--- src/design/siws_pkg.sv ---
// Shared types and constants for the sorted-index weighted sum block.
// Used by the controller, the datapath and the top level; no dependencies.
package siws_pkg;

  localparam int MAX_ELEMENTS = 1024;
  localparam int ADDR_W = $clog2(MAX_ELEMENTS);
  localparam int CNT_W = ADDR_W + 1;
  localparam int VAL_W = 31;
  localparam int SUM_W = 30;
  localparam int PROD_W = VAL_W + ADDR_W;
  localparam int ACC_W = PROD_W + ADDR_W;
  localparam int RED_TOP = ACC_W - SUM_W;
  localparam int RED_W = $clog2(RED_TOP + 1);
  localparam logic [SUM_W-1:0] MODULUS = SUM_W'(1000000007);

  typedef enum logic [3:0] {
    ST_IDLE,
    ST_INS_RD,
    ST_INS_CMP,
    ST_SUM_INIT,
    ST_SUM_RD,
    ST_SUM_MUL,
    ST_SUM_ACC,
    ST_RED,
    ST_OUT
  } siws_state_t;

  typedef struct packed {
    logic load;
    logic ins_rd;
    logic ins_shift;
    logic ins_place;
    logic sum_init;
    logic sum_rd;
    logic sum_mul;
    logic sum_acc;
    logic red_step;
    logic out_load;
  } siws_cmd_t;

  typedef struct packed {
    logic full;
    logic last;
    logic pos_zero;
    logic rdata_gt;
    logic idx_done;
    logic red_done;
    logic out_busy;
  } siws_stat_t;

endpackage

--- src/design/siws_ctrl.sv ---
// Controller state machine for the sorted-index weighted sum block.
// Depends on siws_pkg; drives the datapath through siws_cmd_t.
module siws_ctrl (
  input  logic                  clk,
  input  logic                  rst_n,
  input  logic                  in_fire,
  input  logic                  in_last,
  input  siws_pkg::siws_stat_t  stat,
  output logic                  in_tready,
  output siws_pkg::siws_cmd_t   cmd
);

  siws_pkg::siws_state_t state_r, state_nxt;

  always_ff @(posedge clk) begin
    if (!rst_n) begin
      state_r <= siws_pkg::ST_IDLE;
    end else begin
      state_r <= state_nxt;
    end
  end

  always_comb begin
    state_nxt = state_r;
    unique case (state_r)
      siws_pkg::ST_IDLE: begin
        if (in_fire) begin
          if (!stat.full) begin
            state_nxt = siws_pkg::ST_INS_RD;
          end else if (in_last) begin
            state_nxt = siws_pkg::ST_SUM_INIT;
          end
        end
      end
      siws_pkg::ST_INS_RD: begin
        if (stat.pos_zero) begin
          state_nxt = stat.last ? siws_pkg::ST_SUM_INIT : siws_pkg::ST_IDLE;
        end else begin
          state_nxt = siws_pkg::ST_INS_CMP;
        end
      end
      siws_pkg::ST_INS_CMP: begin
        if (stat.rdata_gt) begin
          state_nxt = siws_pkg::ST_INS_RD;
        end else begin
          state_nxt = stat.last ? siws_pkg::ST_SUM_INIT : siws_pkg::ST_IDLE;
        end
      end
      siws_pkg::ST_SUM_INIT: state_nxt = siws_pkg::ST_SUM_RD;
      siws_pkg::ST_SUM_RD: begin
        state_nxt = stat.idx_done ? siws_pkg::ST_RED : siws_pkg::ST_SUM_MUL;
      end
      siws_pkg::ST_SUM_MUL: state_nxt = siws_pkg::ST_SUM_ACC;
      siws_pkg::ST_SUM_ACC: state_nxt = siws_pkg::ST_SUM_RD;
      siws_pkg::ST_RED: begin
        if (stat.red_done) begin
          state_nxt = siws_pkg::ST_OUT;
        end
      end
      siws_pkg::ST_OUT: begin
        if (!stat.out_busy) begin
          state_nxt = siws_pkg::ST_IDLE;
        end
      end
      default: state_nxt = siws_pkg::ST_IDLE;
    endcase
  end

  always_comb begin
    cmd = '0;
    in_tready = 1'b0;
    unique case (state_r)
      siws_pkg::ST_IDLE: begin
        in_tready = 1'b1;
        cmd.load = in_fire;
      end
      siws_pkg::ST_INS_RD: begin
        cmd.ins_place = stat.pos_zero;
        cmd.ins_rd = !stat.pos_zero;
      end
      siws_pkg::ST_INS_CMP: begin
        cmd.ins_shift = stat.rdata_gt;
        cmd.ins_place = !stat.rdata_gt;
      end
      siws_pkg::ST_SUM_INIT: cmd.sum_init = 1'b1;
      siws_pkg::ST_SUM_RD: cmd.sum_rd = !stat.idx_done;
      siws_pkg::ST_SUM_MUL: cmd.sum_mul = 1'b1;
      siws_pkg::ST_SUM_ACC: cmd.sum_acc = 1'b1;
      siws_pkg::ST_RED: cmd.red_step = 1'b1;
      siws_pkg::ST_OUT: cmd.out_load = !stat.out_busy;
      default: cmd = '0;
    endcase
  end

endmodule

--- config.mk ---
export PLATFORM = sky130hd
export DESIGN_NAME = siws_ctrl
export DESIGN_NICKNAME = d
export VERILOG_FILES = /design/src/design/siws_pkg.sv /design/src/design/siws_ctrl.sv
export SDC_FILE = /design/constraint.sdc
export NUM_CORES = 1
export LEC_CHECK = 0
export BUFFER_PORTS_ARGS = -buffer_cell sky130_fd_sc_hd__buf_2
export CORE_AREA = 5 5 42 44
export CTS_CLUSTER_SIZE = 8
export DETAILED_ROUTE_END_ITERATION = 7
export DIE_AREA = 0 0 47 49
export MAX_ROUTING_LAYER = met4
export PLACE_DENSITY_LB_ADDON = 0.05
export SLEW_MARGIN = 20
export SYNTH_ARGS = -nofsm -noshare
export SYNTH_HDL_FRONTEND = slang
export SYNTH_SLANG_ARGS = --single-unit
--- constraint.sdc ---
create_clock -name clk -period 1.23 [get_ports clk]
set_input_delay 0 -clock clk [delete_from_list [all_inputs] [get_ports clk]]
set_output_delay 0 -clock clk [all_outputs]
set_load 0.05 [all_outputs]
### Yosys cells after proc, flatten, opt, wreduce, memory -nomap -nowiden

Cells that the tools add are included.
W data, S select, Z words.

| word-level totals | value |
|---|---|
| flip-flop bits (word level) | 4 |
| input port bits | 11 |
| output and inout bits | 11 |
| word-level logic and storage cells | 41 |

| operators by class | value |
|---|---|
| equality and inequality tests | 12 |
| mux-type cells | 21 |
| reductions and logical operators | 7 |

Operator list:

| kind | count |
|---|---|
| $pmux W4 S8 | 1 |
| $mux W4 | 5 |
| $eq A4 B3 Y1 const B | 4 |
| $mux W1 | 10 |
| $eq A4 B2 Y1 const B | 2 |
| $mux W2 | 4 |
| $ne A2 B2 Y1 const B | 3 |
| $eq A4 B1 Y1 const B | 1 |
| $eq A4 B4 Y1 const B | 1 |
| $logic_not A1 Y1 | 4 |
| $logic_not A4 Y1 | 1 |
| $reduce_and A4 Y1 | 1 |
| $ne A3 B3 Y1 const B | 1 |
| $pmux W1 S2 | 1 |
| $reduce_or A2 Y1 | 1 |

### Depth between registers and ports, before layout

| depth | value |
|---|---|
| depth after elaboration | 4 |
| mapped depth | 5 |
| mapped depth without buffers | 4 |

### Worst setup path before layout

No wires, ideal clock.

| timing | value |
|---|---|
| path kind | register to output |
| start | register state_r[3] |
| end | output port cmd[7] (netlist bit) |
| data arrival time | 2.199 ns |
| data required time | 1.230 ns |
| setup slack | -0.969 ns |
| cell stages (with the launch flop) | 3 |
| buffers on the path | 0 |
| path through | dfxtp_1 -> nand2b_2 -> nor4b_1 |

RTL lines:

| item | RTL line | text |
|---|---|---|
| start, declared | siws_ctrl.sv:13 | `siws_pkg::siws_state_t state_r, state_nxt;` |
| start signal, assigned | siws_ctrl.sv:17 | `state_r <= siws_pkg::ST_IDLE;` |
| start signal, assigned | siws_ctrl.sv:19 | `state_r <= state_nxt;` |
| end, declared | siws_ctrl.sv:10 | `output siws_pkg::siws_cmd_t cmd` |

==> qor.csv <==
stage,metric,value,unit
outcome,status,"complete, but fails checks",
outcome,violations,setup timing,
job,cap_violations,0,
timing,holdWs,0.0362,ns
drt,drt-wirelength-per-cell,11.8,um
critical_path,required,1.23,ns
critical_path,cp_max_fo,6,
timing,final_max_slew_viol_count,0,
final_layout,finalNetCount,100,
timing,max_slew.worst_pin.slew,0.308,ns
timing,skew,0.000757,ns
power_and_ir_drop,total_leakage_power,0.000333,uW
synthesis,synth_cell_types,27,
synthesis,syn_nets,62,
final_layout,n_fill_cell,137,
critical_path,critical-path-top-delay-family,simple AND/OR/NAND/NOR gates,
clocking,cts_tree,yes,
critical_path,cp-end-kind,output port,
global_route,grt_max_degree,12,
clocking,cts_buffers,3,
global_route,grt_first_pass_wirelength,1.88,mm
critical_path,crit_type,flip-flop to output port,
placed_design,dp_hpwl,939,um
timing,fin_crit,1.31,ns
clocking,clk_path_buf_depth,2,
critical_path,worstPathArrival,1.31,ns
timing,slew_headroom,0.792,
drt,wirelength,1.22,mm
synthesis,netlist_instances,51,
drt,vias,510,
power_and_ir_drop,peakVddDrop,0.751,mV
power_and_ir_drop,p_per_area,1240,nW/um^2
clocking,insertion_delay,0.23,ns
die,core-area,1400,sq um
final_layout,drive_gt1_frac,0.690,
critical_path,start_kind,flip-flop,
critical_path,crit_chain,"buf_6, nor4_4, and2_4, buf_8",
timing,setup_viol,8,
global_route,grt_overflow,0,
die,die_h,49,um
drt,antenna_left,0,
final_layout,syn2layout_area_growth,96.9,%
die,ios,22,
critical_path,path_buf_inv,2,
final_layout,largest_reg_flops,4,
global_route,grt_pass1_vias,459,
critical_path,max_stage_delay,0.33,ns
timing,fmax,762,MHz
timing,rsz0062_at_grt,true,
worst_hold_path,hp-class,input port to flip-flop,
synthesis,avgSynthCellArea,7.85,sq um
clocking,postCtsHoldBufs,0,
timing,setup_ws,-0.0829,ns
clocking,htreeDepth,1,
die,rows,14,
clocking,cts_sinks,4,
die,start_util,0.286,
critical_path,slowest_stage,dfxtp_2,
synthesis,ys_seq_area_frac,0.200,
final_layout,reg.largest.list,state_r x4,
drt,dr.pass1.iters,4,
power_and_ir_drop,finalPower,976,uW
die,die_x,47,um
final_layout,regMostFlops,state_r,
drt,initialDrtViolationCount,6,
placed_design,place_congestion,0.726,
die,die-area,2300,sq um
global_route,grt_usage,0.110,
final_layout,antenna_cells,0,
synthesis,ys_ff_latch,4,
synthesis,ys_warn_count,0,
drt,drcViolationCount,0,
drt,vias_per_cell,4.95,
global_route,antenna_found_initial,0,
placed_design,place.port_buffers,21,
clocking,cts-root-buf,clkbuf_4,
timing,fin_crit_sh,1.07,
final_layout,fin_util,0.563,
clocking,path_clk_slew,0.04,ns
synthesis,netlist_area,400,sq um
timing,hold_violations,0,
[power by group]
part	internal (uW)	switching, uW
registers	156	48.8
clock network	109	48.2
logic	292	322
total	557	419
[Yosys cell counts (all sizes together)]
library cell	number	area share
a21oi	5	0.072
a31o	1	0.022
and2	2	0.031
and4b	1	0.025
buf	4	0.097
dfxtp	4	0.20
inv	1	0.0094
nand2	3	0.028
nand2b	3	0.053
nand3	1	0.012
nor2	7	0.066
nor2b	1	0.016
nor3	4	0.050
nor3b	1	0.031
nor4	3	0.084
nor4b	2	0.044
nor4bb	1	0.025
o211ai	1	0.019
o21a	2	0.037
o21ai	1	0.012
o311a	1	0.028
o41ai	1	0.022
or2	1	0.016
[cell type report]
| cell class | instances | area, sq um | share of cell area |
|---|---|---|---|
| inverter | 1 | 3.75 | 0.00476 |
| timing repair buffer | 37 | 294 | 0.373 |
| clock buffer | 3 | 22.5 | 0.0286 |
| multi-input combinational | 42 | 355 | 0.451 |
| sequential | 4 | 92.6 | 0.117 |
| tap | 16 | 20.0 | 0.0254 |
[timing repair]
item,4_1_cts,5_1_grt
setup buffers,2,2
pin swaps,3,1
gates resized for setup,21,14
setup endpoints to repair,13,12
[worst reg2reg max path, cell delays in order (launching register included)]
cell,delay [ns]
dfxtp_4,0.36
nor3b_4,0.16
buf_4,0.12
o211ai_1,0.18
o41ai_1,0.11
a31o_1,0.20
[cells in the final DEF (no fill, tap or decap), drive strengths merged, types with 2 or more instances in the layout]
cell type,instances
a21oi,5
nand2,3
and2,2
o21a,2
dfxtp,4
nor3,4
nor2,7
nor4,3
buf,37
nand2b,3
nor4b,2
clkbuf,3
[per-layer routing]
metal  global-route usage  share of wire  wire (um)
met1                0.152           0.44        532
met2                0.152           0.49        590
met3               0.0148          0.071         86
met4               0.0553         0.0049          6
met5                    -              0          0
[path summary, 6_finish.rpt]
| check | slack (ns) | startpoint | to | cells after the start |
|---|---|---|---|---|
| hold / removal | 0.04 | rst_n | state_r[3] | 2 |
| setup / recovery | -0.08 | state_r[3] | cmd[9] | 4 |
| hold reg to reg | 0.56 | state_r[3] | state_r[2] | 2 |
| setup reg to reg | -0.01 | state_r[1] | state_r[1] | 5 |
[logic make-up after synthesis]
kind of cell / synth area share
and+or+nand+nor: 0.481
AOI/OAI and AO/OA: 0.212
buffers and inverters: 0.106
DFF: 0.200
[stage by stage]
stage	std cells	TNS [ns]	cell area, sq um	worst slack (ns)
final	103	-0.371	788	-0.0829
after global routing	103	-0.890	788	-0.148
after CTS	101	-0.492	717	-0.0866
after detailed placement	96	-0.193	622	-0.111
after global placement	96	-0.150	622	-0.0806
after floorplan	51	-2.27	445	-0.387
Note: power is estimated with default switching activity, not from simulation.
